File: src/rtl/cfcp_pkg.sv
// ----------------------------------------------------------------------------
// cfcp_pkg: shared types, constants and function of the framed command parser
// Holds the phase and status codes, the register indexes, the result record
// and the byte-wide CRC-16 update.
// ----------------------------------------------------------------------------
package cfcp_pkg;

    // Frame limits
    localparam int          MAX_PAYLOAD = 80;
    localparam logic [7:0]  LEN_MIN     = 8'd2;
    localparam logic [7:0]  LEN_MAX     = 8'(MAX_PAYLOAD + 2);
    // Body positions from two up to below this (four payload bytes) land in the word
    localparam logic [7:0]  WORD_END    = 8'd6;

    // CRC-16, polynomial 0x1021, MSB first
    localparam logic [15:0] CRC_POLY    = 16'h1021;
    localparam logic [15:0] CRC_INIT    = 16'hFFFF;

    // Parser phases
    localparam logic [2:0]  PH_SYNC1    = 3'd0;
    localparam logic [2:0]  PH_SYNC2    = 3'd1;
    localparam logic [2:0]  PH_LENGTH   = 3'd2;
    localparam logic [2:0]  PH_BODY     = 3'd3;
    localparam logic [2:0]  PH_CRC_LO   = 3'd4;
    localparam logic [2:0]  PH_CRC_HI   = 3'd5;

    // Result status
    localparam logic [1:0]  ST_ACCEPTED     = 2'd0;
    localparam logic [1:0]  ST_BAD_PAYLOAD  = 2'd1;
    localparam logic [1:0]  ST_UNKNOWN_TYPE = 2'd2;

    // Decoded commands
    localparam logic [2:0]  CMD_SET_VOLTAGE = 3'd0;
    localparam logic [2:0]  CMD_SET_CURRENT = 3'd1;
    localparam logic [2:0]  CMD_SET_OUTPUT  = 3'd2;
    localparam logic [2:0]  CMD_PING        = 3'd3;
    localparam logic [2:0]  CMD_NONE        = 3'd4;

    // Configuration register indexes
    localparam logic [2:0]  REG_SYNC_FIRST       = 3'd0;
    localparam logic [2:0]  REG_SYNC_SECOND      = 3'd1;
    localparam logic [2:0]  REG_CODE_SET_VOLTAGE = 3'd2;
    localparam logic [2:0]  REG_CODE_SET_CURRENT = 3'd3;
    localparam logic [2:0]  REG_CODE_SET_OUTPUT  = 3'd4;
    localparam logic [2:0]  REG_CODE_PING        = 3'd5;

    // Configuration reset values
    localparam logic [7:0]  RST_SYNC_FIRST       = 8'hAA;
    localparam logic [7:0]  RST_SYNC_SECOND      = 8'h55;
    localparam logic [7:0]  RST_CODE_SET_VOLTAGE = 8'd1;
    localparam logic [7:0]  RST_CODE_SET_CURRENT = 8'd2;
    localparam logic [7:0]  RST_CODE_SET_OUTPUT  = 8'd3;
    localparam logic [7:0]  RST_CODE_PING        = 8'd4;

    // Payload lengths that each command needs
    localparam logic [7:0]  PLEN_TARGET = 8'd4;
    localparam logic [7:0]  PLEN_OUTPUT = 8'd1;
    localparam logic [7:0]  PLEN_PING   = 8'd0;

    typedef struct packed {
        logic [7:0] set_voltage;
        logic [7:0] set_current;
        logic [7:0] set_output;
        logic [7:0] ping;
    } cmd_codes_t;

    typedef struct packed {
        logic [1:0]  status;
        logic [7:0]  msg_type;
        logic [7:0]  sequence_res;
        logic [2:0]  command;
        logic [31:0] value;
    } result_t;

    // Advance the CRC by one byte, one shift per bit
    function automatic logic [15:0] crc16_byte(input logic [15:0] crc, input logic [7:0] b);
        logic [15:0] c;
        c = crc ^ {b, 8'h00};
        for (int i = 0; i < 8; i++)
        begin
            c = c[15] ? ((c << 1) ^ CRC_POLY) : (c << 1);
        end
        return c;
    endfunction

endpackage

File: src/rtl/crc16_framed_command_parser_core.sv
// ----------------------------------------------------------------------------
// crc16_framed_command_parser_core: sync / length / CRC-16 frame parser
// Hunts for two sync bytes, reads a length and body, checks a little-endian
// CRC-16 and delivers one decoded command per good frame.
// ----------------------------------------------------------------------------
// Throughput: one byte per cycle while in_stall is low; the CRC byte update
//   and the parse step both finish in the cycle the byte is taken.
// The second CRC byte transfer of a good frame registers its result in a slot.
// Two result slots (output register plus skid) let bytes keep flowing while
//   a result waits; in_stall rises only when both slots are full.
// Reset: rst_n clears the parser to the sync hunt, restores the register
//   defaults and empties both result slots.
module crc16_framed_command_parser_core
#(
    parameter int MAX_PAYLOAD = cfcp_pkg::MAX_PAYLOAD
)
(
    input  logic        clk,
    input  logic        rst_n,

    input  logic        wr_en,
    input  logic [2:0]  wr_index,
    input  logic [7:0]  wr_data,

    input  logic        in_valid,
    output logic        in_stall,
    input  logic [7:0]  rx_byte,

    output logic        out_valid,
    input  logic        out_stall,
    output logic [1:0]  status,
    output logic [7:0]  msg_type,
    output logic [7:0]  sequence_res,
    output logic [2:0]  command,
    output logic [31:0] value
);

    localparam logic [7:0] LEN_MAX = 8'(MAX_PAYLOAD + 2);

    logic [7:0]           sync_first_reg;
    logic [7:0]           sync_second_reg;
    cfcp_pkg::cmd_codes_t codes_reg;

    logic [2:0]           phase_reg,   phase_next;
    logic [7:0]           length_reg,  length_next;
    logic [7:0]           count_reg,   count_next;
    logic [15:0]          crc_reg,     crc_next;
    logic [7:0]           crc_lo_reg,  crc_lo_next;
    logic [7:0]           type_reg,    type_next;
    logic [7:0]           seq_reg,     seq_next;
    logic [31:0]          payload_reg, payload_next;

    logic                 head_valid_reg, head_valid_next;
    logic                 skid_valid_reg, skid_valid_next;
    cfcp_pkg::result_t    head_reg,    head_next;
    cfcp_pkg::result_t    skid_reg,    skid_next;

    cfcp_pkg::result_t    decoded;
    logic                 in_xfer;
    logic                 out_xfer;
    logic                 fire;
    logic [7:0]           count_inc;
    logic [1:0]           lane;

    assign in_xfer   = in_valid && !in_stall;
    assign out_xfer  = head_valid_reg && !out_stall;
    assign in_stall  = skid_valid_reg;
    assign count_inc = count_reg + 8'd1;
    assign lane      = 2'(count_reg - cfcp_pkg::LEN_MIN);

    // Configuration registers
    always_ff @(posedge clk or negedge rst_n)
    begin
        if (!rst_n)
        begin
            sync_first_reg        <= cfcp_pkg::RST_SYNC_FIRST;
            sync_second_reg       <= cfcp_pkg::RST_SYNC_SECOND;
            codes_reg.set_voltage <= cfcp_pkg::RST_CODE_SET_VOLTAGE;
            codes_reg.set_current <= cfcp_pkg::RST_CODE_SET_CURRENT;
            codes_reg.set_output  <= cfcp_pkg::RST_CODE_SET_OUTPUT;
            codes_reg.ping        <= cfcp_pkg::RST_CODE_PING;
        end
        else if (wr_en)
        begin
            case (wr_index)
                cfcp_pkg::REG_SYNC_FIRST:       sync_first_reg        <= wr_data;
                cfcp_pkg::REG_SYNC_SECOND:      sync_second_reg       <= wr_data;
                cfcp_pkg::REG_CODE_SET_VOLTAGE: codes_reg.set_voltage <= wr_data;
                cfcp_pkg::REG_CODE_SET_CURRENT: codes_reg.set_current <= wr_data;
                cfcp_pkg::REG_CODE_SET_OUTPUT:  codes_reg.set_output  <= wr_data;
                cfcp_pkg::REG_CODE_PING:        codes_reg.ping        <= wr_data;
                default:                        ;
            endcase
        end
    end

    // Decode the frame held in the parser registers
    cfcp_decode u_decode
    (
        .codes         (codes_reg),
        .type_byte     (type_reg),
        .sequence_byte (seq_reg),
        .payload_word  (payload_reg),
        .frame_length  (length_reg),
        .result        (decoded)
    );

    // Parse one byte per transfer
    always_comb
    begin
        phase_next   = phase_reg;
        length_next  = length_reg;
        count_next   = count_reg;
        crc_next     = crc_reg;
        crc_lo_next  = crc_lo_reg;
        type_next    = type_reg;
        seq_next     = seq_reg;
        payload_next = payload_reg;
        fire         = 1'b0;

        if (in_xfer)
        begin
            case (phase_reg)
                cfcp_pkg::PH_SYNC1:
                begin
                    if (rx_byte == sync_first_reg)
                    begin
                        phase_next = cfcp_pkg::PH_SYNC2;
                    end
                end
                cfcp_pkg::PH_SYNC2:
                begin
                    // Second sync wins when both values match
                    if (rx_byte == sync_second_reg)
                    begin
                        phase_next = cfcp_pkg::PH_LENGTH;
                    end
                    else if (rx_byte != sync_first_reg)
                    begin
                        phase_next = cfcp_pkg::PH_SYNC1;
                    end
                end
                cfcp_pkg::PH_LENGTH:
                begin
                    if (rx_byte < cfcp_pkg::LEN_MIN || rx_byte > LEN_MAX)
                    begin
                        phase_next  = cfcp_pkg::PH_SYNC1;
                        length_next = 8'd0;
                        count_next  = 8'd0;
                        crc_next    = cfcp_pkg::CRC_INIT;
                        crc_lo_next = 8'd0;
                    end
                    else
                    begin
                        length_next  = rx_byte;
                        count_next   = 8'd0;
                        payload_next = 32'd0;
                        crc_next     = cfcp_pkg::crc16_byte(cfcp_pkg::CRC_INIT, rx_byte);
                        phase_next   = cfcp_pkg::PH_BODY;
                    end
                end
                cfcp_pkg::PH_BODY:
                begin
                    if (count_reg == 8'd0)
                    begin
                        type_next = rx_byte;
                    end
                    else if (count_reg == 8'd1)
                    begin
                        seq_next = rx_byte;
                    end
                    else if (count_reg < cfcp_pkg::WORD_END)
                    begin
                        payload_next[8*lane +: 8] = rx_byte;
                    end
                    count_next = count_inc;
                    crc_next   = cfcp_pkg::crc16_byte(crc_reg, rx_byte);
                    if (count_inc >= length_reg)
                    begin
                        phase_next = cfcp_pkg::PH_CRC_LO;
                    end
                end
                cfcp_pkg::PH_CRC_LO:
                begin
                    crc_lo_next = rx_byte;
                    phase_next  = cfcp_pkg::PH_CRC_HI;
                end
                cfcp_pkg::PH_CRC_HI:
                begin
                    fire        = ({rx_byte, crc_lo_reg} == crc_reg);
                    phase_next  = cfcp_pkg::PH_SYNC1;
                    length_next = 8'd0;
                    count_next  = 8'd0;
                    crc_next    = cfcp_pkg::CRC_INIT;
                    crc_lo_next = 8'd0;
                end
                default:
                begin
                    phase_next  = cfcp_pkg::PH_SYNC1;
                    length_next = 8'd0;
                    count_next  = 8'd0;
                    crc_next    = cfcp_pkg::CRC_INIT;
                    crc_lo_next = 8'd0;
                end
            endcase
        end
    end

    // Hold results in the output register and the skid slot
    always_comb
    begin
        head_valid_next = head_valid_reg;
        skid_valid_next = skid_valid_reg;
        head_next       = head_reg;
        skid_next       = skid_reg;

        if (!head_valid_reg)
        begin
            head_valid_next = fire;
            head_next       = decoded;
        end
        else if (out_xfer)
        begin
            if (skid_valid_reg)
            begin
                head_next       = skid_reg;
                skid_valid_next = fire;
                skid_next       = decoded;
            end
            else
            begin
                head_valid_next = fire;
                head_next       = decoded;
            end
        end
        else if (fire)
        begin
            skid_valid_next = 1'b1;
            skid_next       = decoded;
        end
    end

    // Control state
    always_ff @(posedge clk or negedge rst_n)
    begin
        if (!rst_n)
        begin
            phase_reg      <= cfcp_pkg::PH_SYNC1;
            length_reg     <= 8'd0;
            count_reg      <= 8'd0;
            crc_reg        <= cfcp_pkg::CRC_INIT;
            crc_lo_reg     <= 8'd0;
            head_valid_reg <= 1'b0;
            skid_valid_reg <= 1'b0;
        end
        else
        begin
            phase_reg      <= phase_next;
            length_reg     <= length_next;
            count_reg      <= count_next;
            crc_reg        <= crc_next;
            crc_lo_reg     <= crc_lo_next;
            head_valid_reg <= head_valid_next;
            skid_valid_reg <= skid_valid_next;
        end
    end

    // Payload registers
    always_ff @(posedge clk)
    begin
        type_reg    <= type_next;
        seq_reg     <= seq_next;
        payload_reg <= payload_next;
        head_reg    <= head_next;
        skid_reg    <= skid_next;
    end

    // Drive the result channel
    assign out_valid    = head_valid_reg;
    assign status       = head_reg.status;
    assign msg_type     = head_reg.msg_type;
    assign sequence_res = head_reg.sequence_res;
    assign command      = head_reg.command;
    assign value        = head_reg.value;

endmodule

File: src/rtl/cfcp_decode.sv
// ----------------------------------------------------------------------------
// cfcp_decode: command decoder
// Maps the type byte, payload length and payload word of a checked frame
// to the status, command and value of the result.
// ----------------------------------------------------------------------------
module cfcp_decode
(
    input  cfcp_pkg::cmd_codes_t codes,
    input  logic [7:0]           type_byte,
    input  logic [7:0]           sequence_byte,
    input  logic [31:0]          payload_word,
    input  logic [7:0]           frame_length,
    output cfcp_pkg::result_t    result
);

    logic [7:0] plen;

    assign plen = frame_length - cfcp_pkg::LEN_MIN;

    // Match the type against the codes in priority order
    always_comb
    begin
        result.status       = cfcp_pkg::ST_ACCEPTED;
        result.msg_type     = type_byte;
        result.sequence_res = sequence_byte;
        result.command      = cfcp_pkg::CMD_NONE;
        result.value        = 32'd0;

        if (type_byte == codes.set_voltage || type_byte == codes.set_current)
        begin
            if (plen == cfcp_pkg::PLEN_TARGET)
            begin
                result.command = (type_byte == codes.set_voltage) ?
                                 cfcp_pkg::CMD_SET_VOLTAGE : cfcp_pkg::CMD_SET_CURRENT;
                result.value   = payload_word;
            end
            else
            begin
                result.status = cfcp_pkg::ST_BAD_PAYLOAD;
            end
        end
        else if (type_byte == codes.set_output)
        begin
            if (plen == cfcp_pkg::PLEN_OUTPUT && payload_word[7:1] == 7'd0)
            begin
                result.command = cfcp_pkg::CMD_SET_OUTPUT;
                result.value   = {24'd0, payload_word[7:0]};
            end
            else
            begin
                result.status = cfcp_pkg::ST_BAD_PAYLOAD;
            end
        end
        else if (type_byte == codes.ping)
        begin
            if (plen == cfcp_pkg::PLEN_PING)
            begin
                result.command = cfcp_pkg::CMD_PING;
            end
            else
            begin
                result.status = cfcp_pkg::ST_BAD_PAYLOAD;
            end
        end
        else
        begin
            result.status = cfcp_pkg::ST_UNKNOWN_TYPE;
        end
    end

endmodule

File: config.mk
export PLATFORM = sky130hd
export DESIGN_NAME = crc16_framed_command_parser_core
export DESIGN_NICKNAME = d
export VERILOG_FILES = /design/src/rtl/cfcp_pkg.sv /design/src/rtl/crc16_framed_command_parser_core.sv /design/src/rtl/cfcp_decode.sv
export SDC_FILE = /design/constraint.sdc
export NUM_CORES = 1
export LEC_CHECK = 0
export ABC_AREA = 0
export BUFFER_PORTS_ARGS = -buffer_cell sky130_fd_sc_hd__buf_2
export CORE_MARGIN = 4
export CORE_UTILIZATION = 29
export DETAILED_ROUTE_END_ITERATION = 10
export PLACE_DENSITY_LB_ADDON = 0.1
export SLEW_MARGIN = 20
export SYNTH_ARGS = -nofsm -noshare
export SYNTH_HDL_FRONTEND = slang
export SYNTH_SLANG_ARGS = --single-unit
File: constraint.sdc
create_clock -name clk -period 6 [get_ports clk]
set_clock_uncertainty 0.05 [all_clocks]
set_input_delay 1.2 -clock clk [delete_from_list [all_inputs] [get_ports clk]]
set_output_delay 1.2 -clock clk [all_outputs]
set_load 0.01 [all_outputs]
==> results list, run 1 <==
* Run status: complete, no violations
- Vias after detailed routing: 7276
- Part of the Yosys area used for sequential elements: 60.3%
* Kind of cell adding the most delay to the critical path: simple AND/OR/NAND/NOR gates
- Sorting the synthesized cells by area gives the leading types as sky130_fd_sc_hd__edfxtp_1, sky130_fd_sc_hd__dfrtp_1, sky130_fd_sc_hd__mux2_2.
- Avg Vias per Cell: 4.69
- The final critical path takes up 64.7% of the cycle.
- Number of synthesized flops with an enable pin: 154
- On the worst path, the slowest cell contributes a delay of 590 ps.
* Total Nets Final: 1050
- Worst min-delay path category: flip-flop to flip-flop
- Derived from the worst setup path, the maximum achievable clock frequency is 258 MHz.
* Gr ovfl total: 0
- The synthesized design contains 247 register bits.
- Leakage power: 5.24 nW
* Setup_tns: 0 ps
* Grt met2 use: 20.7%
- Setup Buffers After CTS: 0
- Required time at the endpoint of the critical path: 6130 ps
* RSZ-0062 raised after global routing: false
- CP Cell Sequence: buf_2, xnor2_1, nand4_1, or4_1, nor4_1, mux2i_1, nor2b_4, buf_4
- Critical-path cell with the highest stage delay: sky130_fd_sc_hd__buf_4
* Kind of critical path: input port to flip-flop
* Starting DRC count in detailed routing: 364
- In this run, post-CTS repair resized a total of 0 instances.
- Total routing usage reported by global routing: 13.8%
- Maximum net fanout on the critical path: 53
* Insertion delay to the later sink of the worst-skew pair: 550 ps
* Number of hold-slack violations in the final timing report: 0
- Routed wirelength normalized by instance count: 19.3 um
- Once detail routing completed, the nets flagged for antenna violations numbered 0.
* Overall routed net length: 29900 um
- Clock buffer depth: 3
* Cell row count: 72
* Syn Nets: 986
- Max-slew violation count: 0
- CTS root buf: sky130_fd_sc_hd__clkbuf_16
* Number of H-tree levels: 1
- Fraction of registers with async set or reset after synthesis: 37.7%
- Once the floorplan was initialized, standard cells occupied 29.6% of the core.
- Post-synth top area cell: sky130_fd_sc_hd__edfxtp_1
- Share of layout cells above drive strength 1: 25.0%
- Predominant post-synthesis flop cell: sky130_fd_sc_hd__edfxtp_1
* Post-CTS Hold Fix Bufs: 0
* Vias in the first global route: 7477
- From left edge to right edge, the die measures 208 um.
* CTS tree: done
* Kind of start point of the critical path: input port
* Reg clk slew, reported paths: 60 ps
- For this run, global-route usage on met1 was measured as 20.9%.
* Top cell type's share of synthesized area: 39.9%
* Quantity of I/O buffers inserted on ports: 78
- The mapped netlist covers 0.0116 mm^2.
* Floorplan core area: 0.0391 mm^2
- The number of different library cells used by synthesis comes to 62.
- Max_slew headroom: 28.6%
* Slew of the pin with the lowest slew margin: 1060 ps
- The worst setup path is captured at a flip-flop.
- VDD sags by at most 0.201 mV.
* Yosys Warn Count: 0
- Number of antenna repair diodes: 0
* Antenna violations before repair: 1
- Entering global routing, the biggest net connects 57 pins.
* Synth-to-Final Area Change: 16.3%
* Number of clock sinks: 247
* Most congested layer reported by global routing: met1
- Vertical die dimension: 208 um
- Power density over the cells: 387 mW/mm^2
- Number of flip-flops in the largest register: 53
* Remaining routing DRC violations: 0
* Critical path buffer and inverter count: 2
* Global-route wire length before repair: 47400 um
* First-pass detailed-route iteration total: 5
- Across the run, the number of max-cap violations was 0.
- Counting every instance in the synthesized netlist gives 946.
* Hpwl dp: 19700 um
- The worst path in the final design needs a cycle of 3880 ps, including I/O delays and setup.
- Final weighted congestion of routability-driven global placement: 0.802
- Syn_area_per_cell: 12.2 um^2
* Final number of setup-violating endpoints: 0
- Full die area: 0.0432 mm^2
* Arrival time reported for the critical path endpoint: 4010 ps
- Across all hold checks on the routed design, the worst slack comes to 397 ps.
- 79 I/O pins were placed.
- For this run, global-route usage on met3 was measured as 2.25%.
* Num CTS Buffers: 30
==> power breakdown <==
| part | switching (W) | internal (W) |
|---|---|---|
| registers | 0.000233 | 0.00209 |
| clock network | 0.000688 | 0.00103 |
| logic | 0.000651 | 0.000519 |
| total | 0.00157 | 0.00365 |
==> worst paths after layout <==
check | start | to | slack [ps] | cells after the start
worst min register to register | seq_reg[4] | skid_reg[39] | 400 | 0
worst max register to register | in_stall | skid_reg[17] | 2430 | 7
worst max-delay path | rx_byte[6] | skid_reg[17] | 2120 | 8
max in group asynchronous | rst_n | codes_reg[0] | 4190 | 2
min in group asynchronous | rst_n | phase_reg[0] | 580 | 1
worst min-delay path | seq_reg[4] | skid_reg[39] | 400 | 0
==> layout make-up <==
type / count / area [um^2]
repair buffers: 88 / 468
clock buffers: 51 / 921
multi-input cells: 630 / 4380
flip-flops and latches: 247 / 6990
inverters: 13 / 48.8
well taps: 518 / 648
clock inverters: 5 / 27.5
fillers: 3937 / 25600
==> per-layer routing <==
| metal | up-vias | share of wire, % |
|---|---|---|
| li1 | 3477 | - |
| met2 | 151 | 43 |
| met5 | - | 0 |
| met4 | 0 | 2.0 |
| met3 | 43 | 3.7 |
| met1 | 3605 | 51 |
==> stage by stage <==
stage / total power (W) / instance area, um^2 / worst slack [ps] / cells / util, %
2_1_floorplan: 0.00318 / 11600 / 462 / 946 / -
4_1_cts: 0.00530 / 13500 / 2160 / 1552 / 34.5
6_report: 0.00522 / 13500 / 2120 / 1552 / 34.5
3_3_place_gp: 0.00355 / 12500 / 1640 / 1496 / 32.0
5_1_grt: 0.00553 / 13500 / 1920 / 1552 / 34.5
3_5_place_dp: 0.00354 / 12500 / 1560 / 1496 / 32.0
==> cells by family after synthesis <==
kind of cell             share of synthesized area, %
XOR/XNOR                                         7.49
AO/OA/AOI/OAI                                    7.42
multiplexers                                     7.46
adder cells (fa/ha/maj)                          1.73
flip-flops                                       60.3
buffers and inverters                            2.33
AND/OR/NAND/NOR                                  13.3
==> synth_stat cells (14+ instances only) <==
| cell | count |
|---|---|
| sky130_fd_sc_hd__a21oi_1 | 54 |
| sky130_fd_sc_hd__a22o_1 | 14 |
| sky130_fd_sc_hd__and2_1 | 39 |
| sky130_fd_sc_hd__clkbuf_1 | 42 |
| sky130_fd_sc_hd__dfrtp_1 | 64 |
| sky130_fd_sc_hd__dfstp_2 | 29 |
| sky130_fd_sc_hd__edfxtp_1 | 154 |
| sky130_fd_sc_hd__ha_1 | 16 |
| sky130_fd_sc_hd__mux2_2 | 74 |
| sky130_fd_sc_hd__nand2_1 | 105 |
| sky130_fd_sc_hd__nor2_1 | 63 |
| sky130_fd_sc_hd__nor2b_1 | 36 |
| sky130_fd_sc_hd__o21ai_0 | 19 |
| sky130_fd_sc_hd__xnor2_1 | 57 |
| sky130_fd_sc_hd__xor2_1 | 39 |
==> layout by cell type (no fill, tap or decap), types with 3 or more instances in the layout <==
master,count
sky130_fd_sc_hd__and3_1,10
sky130_fd_sc_hd__o21ai_0,19
sky130_fd_sc_hd__a21oi_1,54
sky130_fd_sc_hd__nand3_1,7
sky130_fd_sc_hd__o22a_1,3
sky130_fd_sc_hd__ha_1,16
sky130_fd_sc_hd__inv_1,13
sky130_fd_sc_hd__clkbuf_8,7
sky130_fd_sc_hd__mux2_2,74
sky130_fd_sc_hd__dfstp_2,29
sky130_fd_sc_hd__nor2_1,62
sky130_fd_sc_hd__nor4_1,11
sky130_fd_sc_hd__a22o_1,14
sky130_fd_sc_hd__buf_4,11
sky130_fd_sc_hd__nor2b_1,35
sky130_fd_sc_hd__nand4_1,12
sky130_fd_sc_hd__xnor2_1,57
sky130_fd_sc_hd__o21ai_1,3
sky130_fd_sc_hd__a31oi_1,4
sky130_fd_sc_hd__edfxtp_1,154
sky130_fd_sc_hd__dfrtp_1,64
sky130_fd_sc_hd__clkbuf_1,13
sky130_fd_sc_hd__xor2_1,39
sky130_fd_sc_hd__clkbuf_16,31
sky130_fd_sc_hd__a31o_2,7
sky130_fd_sc_hd__clkinv_2,4
sky130_fd_sc_hd__nor3_1,6
sky130_fd_sc_hd__and2_1,39
sky130_fd_sc_hd__o31ai_1,3
sky130_fd_sc_hd__buf_2,77
sky130_fd_sc_hd__nand2_1,103
(Power assumes the default switching activity.)
==> inputs of run 2 (changes only) <==
==> constraint.sdc (replaced) <==
create_clock -name clk -period 3.7 [get_ports clk]
set_clock_uncertainty 0.05 [all_clocks]
set_input_delay 0.74 -clock clk [delete_from_list [all_inputs] [get_ports clk]]
set_output_delay 0.74 -clock clk [all_outputs]
set_load 0.01 [all_outputs]
==> run 2 against run 1 <==
- sequential cell count unchanged
- critical path depth decreased by 1
- clock power up 74%
- register-to-register slack got worse by 1700 ps
- sequential share of layout area is 0.77 points lower
- worst setup slack worse by 1300 ps
- worst hold slack got worse by 250 ps
- count of clock-buffer cells in the layout fell by 11
- die area did not move
- largest cell class unchanged
- via count is 1.4% higher
- power grew 67%
==> results list, run 2 (synthesis results as in run 1) <==
- Vertical die dimension: 208 um (unchanged)
- Overall routed net length: 30700 um (was 29900 um)
- The CTS tree is done (unchanged).
- Power density over the cells: 636 mW/mm^2 (was 387 mW/mm^2)
* Number of clock sinks: 247 (unchanged)
- Quantity of I/O buffers inserted on ports: 78 (unchanged)
* Worst Reg-to-Reg Cells: 7 (unchanged)
* Critical path buffer and inverter count: 1 (was 2)
- The cell with the biggest individual delay on the critical path was sky130_fd_sc_hd__dfrtp_1 (was sky130_fd_sc_hd__buf_4).
- Gr ovfl total: 0 (unchanged)
- Kind of cell adding the most delay to the critical path: simple AND/OR/NAND/NOR gates (unchanged)
- The total of max-cap violations came to 0 (unchanged).
- The number of placement rows was 72 (unchanged).
- The largest incremental delay on the critical path came to 540 ps (was 590 ps).
- Reg clk slew, reported paths: 50 ps (was 60 ps)
- The most common library cell in the layout ignoring fill and taps was sky130_fd_sc_hd__edfxtp_1 (unchanged).
* Worst min-delay path category: input port to async pin (was flip-flop to flip-flop)
* Synth-to-Final Area Change: 18.1% (was 16.3%)
* Total routing usage reported by global routing: 13.9% (was 13.8%)
- The placed cell count was 1515 (was 1496).
* Area after DPL: 0.0127 mm^2 (was 0.0125 mm^2)
* Number of ports placed on the die boundary: 79 (unchanged)
- The peak fanout along the critical path was 53 (unchanged).
- Remaining antenna violation count after routing: 0 (unchanged)
* Starting utilization of the core area: 29.6% (unchanged)
- Kind of start point of the critical path: flip-flop (was input port)
- The placeable core region came to 0.0391 mm^2 (unchanged).
- The die footprint came to 0.0432 mm^2 (unchanged).
- Total Nets Final: 1069 (was 1050)
- The count of fill cells added during filler insertion came to 3932 (was 3937).
- The global-route wire length before repair was 47300 um (was 47400 um).
* Remaining routing DRC violations: 0 (unchanged)
- Leading cell types in the layout, fill and taps excluded: sky130_fd_sc_hd__edfxtp_1, sky130_fd_sc_hd__nand2_1, sky130_fd_sc_hd__buf_2 (unchanged)
* Fin worst setup slack: 773 ps (was 2120 ps)
- The final sum of negative setup slack came to 0 ps (unchanged).
* Routed wirelength normalized by instance count: 19.5 um (was 19.3 um)
* Number of H-tree levels: 1 (unchanged)
- The static leakage power came to 5.35 nW (was 5.24 nW).
* Final number of setup-violating endpoints: 0 (unchanged)
* Arrival time reported for the critical path endpoint: 3110 ps (was 4010 ps)
- Maximum clock frequency: 342 MHz
- The number of antenna violations at the first check in global routing was 0 (was 1).
* Required time at the endpoint of the critical path: 3880 ps (was 6130 ps)
* Number of hold-slack violations in the final timing report: 0 (unchanged)
* Worst reg-to-reg setup slack: 770 ps (was 2430 ps)
- The horizontal die dimension is 208 um (unchanged).
* Final weighted congestion of routability-driven global placement: 0.798 (was 0.802)
- Number of stages on the worst setup path: 7 (was 8)
- Run status: complete, no violations (unchanged).
* Number of flip-flops in the largest register: 53 (unchanged)
- The clock period could shrink to 2930 ps.
- The total iterations of the first detailed-routing run came to 5 (unchanged).
- The worst supply voltage drop on vdd came to 0.395 mV (was 0.201 mV).
- Slew of the pin with the lowest slew margin: 1010 ps (was 1060 ps)
* Post-CTS Hold Fix Bufs: 0 (unchanged)
- Starting DRC count in detailed routing: 364 (unchanged)
- The clock buffer count from CTS was 30 (unchanged).
- The maximum buffer depth of the clock tree is 3 (unchanged).
* Vias after detailed routing: 7378 (was 7276)
- Final critical-path share of the clock period: 79.1%
* Endpoint kind of the worst setup timing path: flip-flop (unchanged)
* Largest net degree at the start of global routing: 54 (was 57)
- Vias in the first global route: 7393 (was 7477)
- Reg-to-reg critical path endpoint: skid_reg[43] (was skid_reg[17])
- Share of layout cells above drive strength 1: 26.0% (was 25.0%)
- RSZ-0062 raised after global routing: false (unchanged)
- CP Cell Sequence: and4bb_2, nand4_1, or4_1, nor4_1, mux2i_1, nor2b_4, buf_12 (was buf_2, xnor2_1, nand4_1, or4_1, nor4_1, mux2i_1, nor2b_4, buf_4)
* Kind of critical path: flip-flop to flip-flop (was input port to flip-flop)
- The via count normalized by instance count came to 4.70 (was 4.69).
- Max_slew headroom: 32.0% (was 28.6%)
- The startpoint of the worst-slack reg-to-reg timing path was phase_reg[2] (was in_stall).
- The final instance area came to 0.0137 mm^2 (was 0.0135 mm^2).
- The post-CTS resize count is 0 (unchanged).
- Origin of the worst setup path: phase_reg[2] (was rx_byte[6])
- The post-layout instance count excluding filler cells is 1571 (was 1552).
- The number of antenna cells inserted came to 0 (unchanged).
- The number of setup buffers added after CTS is 0 (unchanged).
* Hpwl dp: 20400 um (was 19700 um)
* CTS root buf: sky130_fd_sc_hd__clkbuf_16 (unchanged)
* Setup slack after placement: 436 ps (was 1560 ps)
* Insertion delay to the later sink of the worst-skew pair: 570 ps (was 550 ps)
- Max-slew violation count: 0 (unchanged)
[run 2: cell types whose count changed in the layout (fill, tap and decap cells not counted), sizes merged]
cell      delta
buf         +19
clkbuf      -11
clkinv       +8
bufinv       +4
clkinvlp     -1
[run 2: through the flow]
stage	power, W	utilization, %	hold slack [ps]
floorplan	0.00515	-	374
global placement	0.00578	32.4	382
detailed placement	0.00577	32.4	387
global route	0.00919	35.0	181
CTS	0.00881	35.0	155
finish	0.00870	35.0	146
[run 2: cell type report]
type	count	area [um^2]	area share, %
clock buffers	40	818	5.98
clock inverters	16	183	1.34
inverters	13	48.8	0.357
multi-input cells	630	4350	31.8
flip-flops and latches	247	6990	51.1
well taps	518	648	4.74
repair buffers	107	648	4.74
[run 2: worst max path at each step]
stage / to / slack [ps]
finish: skid_reg[43] / 770
global route: skid_reg[45] / 620
CTS: skid_reg[45] / 780
detailed placement: skid_reg[19] / 440
global placement: skid_reg[17] / 480
floorplan: payload_reg[0] / 150
[run 2: report_power, final]
group / internal (W) / total (W) / switching, W
Sequential: 0.00339 / 0.00376 / 0.000367
Combinational: 0.000870 / 0.00195 / 0.00108
Clock: 0.00182 / 0.00299 / 0.00117
[run 2: layer usage]
metal / GRT usage [%] / vias to the layer above / wire length [um]
met4: 3.22 / 0 / 705
met5: 0 / - / 0
met2: 20.9 / 159 / 13300
li1: - / 3528 / -
met3: 2.31 / 44 / 1390
met1: 20.9 / 3647 / 15300
==> inputs of run 3 (changes only) <==
==> constraint.sdc (replaced) <==
create_clock -name clk -period 2.75 [get_ports clk]
set_clock_uncertainty 0.05 [all_clocks]
set_input_delay 0.55 -clock clk [delete_from_list [all_inputs] [get_ports clk]]
set_output_delay 0.55 -clock clk [all_outputs]
set_load 0.01 [all_outputs]
==> run 3 against run 2 <==
- clock power grew 35%
- global-route usage about the same
- power rose by 37%
- critical endpoint is now skid_reg[42]
- largest power group unchanged
==> results list, run 3 (synthesis results as in run 1) <==
- Fin worst setup slack: 147 ps (was 773 ps)
- The starting density of the core was 29.6% (unchanged).
- Max_slew headroom: 36.0% (was 32.0%)
- The number of I/O pins was 79 (unchanged).
- The via count of the first global-routing pass came to 7652 (was 7393).
- Worst min-delay path category: input port to flip-flop (was input port to async pin)
- Leading cell types in the layout, fill and taps excluded: sky130_fd_sc_hd__edfxtp_1, sky130_fd_sc_hd__nand2_1, sky130_fd_sc_hd__buf_2 (unchanged).
- RSZ-0062 raised after global routing: false (unchanged).
* Leakage power: 5.76 nW (was 5.35 nW)
- Remaining routing DRC violations: 0 (unchanged)
- The required time of the worst setup path was 2960 ps (was 3880 ps).
- The worst supply voltage drop on vdd is 0.518 mV (was 0.395 mV).
- The final RePlAce weighted congestion came to 0.842 (was 0.798).
- The area growth from synthesis to layout was 22.7% (was 18.1%).
- The clock buffer count from CTS came to 30 (unchanged).
- The number of endpoints with negative hold slack in the final report was 0 (unchanged).
- The source-to-sink clock delay at the later pin of the worst-skew pair is 560 ps (was 570 ps).
* Final critical-path share of the clock period: 94.7% (was 79.1%)
- The horizontal die dimension was 208 um (unchanged).
* Hpwl dp: 21100 um (was 20400 um)
* Global-route wire length before repair: 47400 um (was 47300 um)
- The number of nets in the layout came to 1121 (was 1069).
- Endpoint kind of the worst setup timing path: flip-flop (unchanged)
* Quantity of I/O buffers inserted on ports: 78 (unchanged)
- The fraction of power consumed by combinational cells came to 24.5% (was 22.4%).
- Filler instances: 3888 (was 3932)
- The number of antenna violations at the first check in global routing came to 0 (unchanged).
* Floorplan core area: 0.0391 mm^2 (unchanged)
- Remaining antenna violation count after routing: 0 (unchanged)
* First-pass detailed-route iteration total: 5 (unchanged)
* Routed wirelength normalized by instance count: 19.0 um (was 19.5 um)
- Share of layout cells above drive strength 1: 30.0% (was 26.0%)
- The peak fanout along the critical path came to 14 (was 53).
* Total routing usage reported by global routing: 13.8% (was 13.9%)
* MaxCap Viol Count: 0 (unchanged)
- Cell row count: 72 (unchanged)
- The global route total overflow was 0 (unchanged).
* Setup slack after placement: -146 ps (was 436 ps)
* Total net switching power: 0.00354 W (was 0.00261 W)
* Max-slew violation count: 0 (unchanged)
* Kind of start point of the critical path: flip-flop (unchanged)
- Number of flip-flops in the largest register: 53 (unchanged)
- CTS root buf: sky130_fd_sc_hd__clkbuf_16 (unchanged)
- Avg Vias per Cell: 4.59 (was 4.70)
* Internal power: 0.00836 W (was 0.00608 W)
- Reg clk slew, reported paths: 60 ps (was 50 ps)
- The class of the most critical setup path was flip-flop to flip-flop (unchanged).
- The sequential cell area came to 0.00699 mm^2 (about the same).
- Largest net degree at the start of global routing: 54 (unchanged)
- Final number of setup-violating endpoints: 0 (unchanged)
- The proportion of power drawn by flip-flops and latches is 41.7% (was 43.2%).
- The part of the total power dissipated in the clock network is 33.8% (was 34.4%).
* Slew of the pin with the lowest slew margin: 952 ps (was 1010 ps)
- The net switching fraction of the power is 29.7% (was 30.1%).
- The DRC marker count from the first detailed-route iteration came to 367 (was 364).
- Power density over the cells: 837 mW/mm^2 (was 636 mW/mm^2)
- The total wire length is 30700 um (about the same).
- The maximum buffer depth of the clock tree is 3 (unchanged).
- Vertical die dimension: 208 um (unchanged)
* Shortest clock period the worst path allows after layout: 2600 ps (was 2930 ps)
- The clock sink count is 247 (unchanged).
- The deepest level of the CTS H-tree was 1 (unchanged).
- The via count was 7433 (was 7378).
* CTS tree: done (unchanged)
- Maximum clock frequency: 384 MHz (was 342 MHz)
- Run status: complete, no violations (unchanged).
- Multi-input logic area: 0.00440 mm^2 (was 0.00435 mm^2)
* Most common library cell in the layout ignoring fill and taps: sky130_fd_sc_hd__edfxtp_1 (unchanged)
- The die footprint was 0.0432 mm^2 (unchanged).
- The worst hold slack after final layout was 299 ps (was 146 ps).
- The worst endpoint data arrival time is 2820 ps (was 3110 ps).
run 3: repair_timing:
action / in CTS / in global routing
endpoints found under the setup margin: 33 / 87
pin swaps: 0 / 1
endpoints found under the hold margin: 27 / 0
hold buffers: 1 / 0
setup buffers: 0 / 3
gates resized for setup: 1 / 7
cloned: 0 / 3
run 3: layer usage:
metal	up-vias	GRT usage (%)	wire (um)	share of wire, %
li1	3627	-	-	-
met1	3660	20.5	15300	50
met2	109	21.5	13900	45
met3	37	2.48	1120	3.7
met4	0	2.49	467	1.5
met5	-	0	0	0
run 3: final timing paths:
kind | start | end | slack (ps) | depth (start not counted)
max in group asynchronous | rst_n | sync_second_reg[4] | 1450 | 3
hold reg to reg | seq_reg[1] | skid_reg[36] | 400 | 0
hold / removal | wr_data[1] | sync_second_reg[1] | 300 | 2
min in group asynchronous | rst_n | phase_reg[0] | 460 | 2
setup reg to reg | crc_reg[14] | skid_reg[42] | 150 | 8
setup / recovery | crc_reg[14] | skid_reg[42] | 150 | 8
run 3: through the flow:
stage | util, % | cell area [um^2] | total power [W] | instances | TNS, ps
floorplan | - | 11600 | 0.00695 | 946 | -24040
global placement | 33.5 | 13100 | 0.00793 | 1560 | -7740
detailed placement | 33.5 | 13100 | 0.00791 | 1560 | -9110
CTS | 36.1 | 14100 | 0.0120 | 1612 | 0
global route | 36.4 | 14200 | 0.0126 | 1618 | 0
finish | 36.4 | 14200 | 0.0119 | 1619 | 0
run 3: cell type report:
type | instances | area share, %
Antenna cell | 1 | 0.0176
Clock buffer | 38 | 5.56
Clock inverter | 13 | 1.42
Inverter | 13 | 0.343
Multi-Input combinational cell | 631 | 31.0
Sequential cell | 247 | 49.2
Tap cell | 518 | 4.56
Timing Repair Buffer | 158 | 7.98
run 3: worst max-delay path: stages, from the launching register on:
cell                      delay, ps
sky130_fd_sc_hd__dfstp_2        600
sky130_fd_sc_hd__xnor2_2        140
sky130_fd_sc_hd__nand4_1        150
sky130_fd_sc_hd__or4_4          580
sky130_fd_sc_hd__nor4_4         180
sky130_fd_sc_hd__mux2i_2        130
sky130_fd_sc_hd__nor2b_4        160
sky130_fd_sc_hd__buf_4          140
sky130_fd_sc_hd__buf_6          180
run 3: power groups by stage:
stage	sequential, W	clock [W]	combinational, W
after floorplan	0.00491	0	0.00204
after global placement	0.00505	0	0.00288
after detailed placement	0.00505	0	0.00286
after CTS	0.00498	0.00417	0.00288
after global routing	0.00504	0.00435	0.00323
final	0.00497	0.00403	0.00291
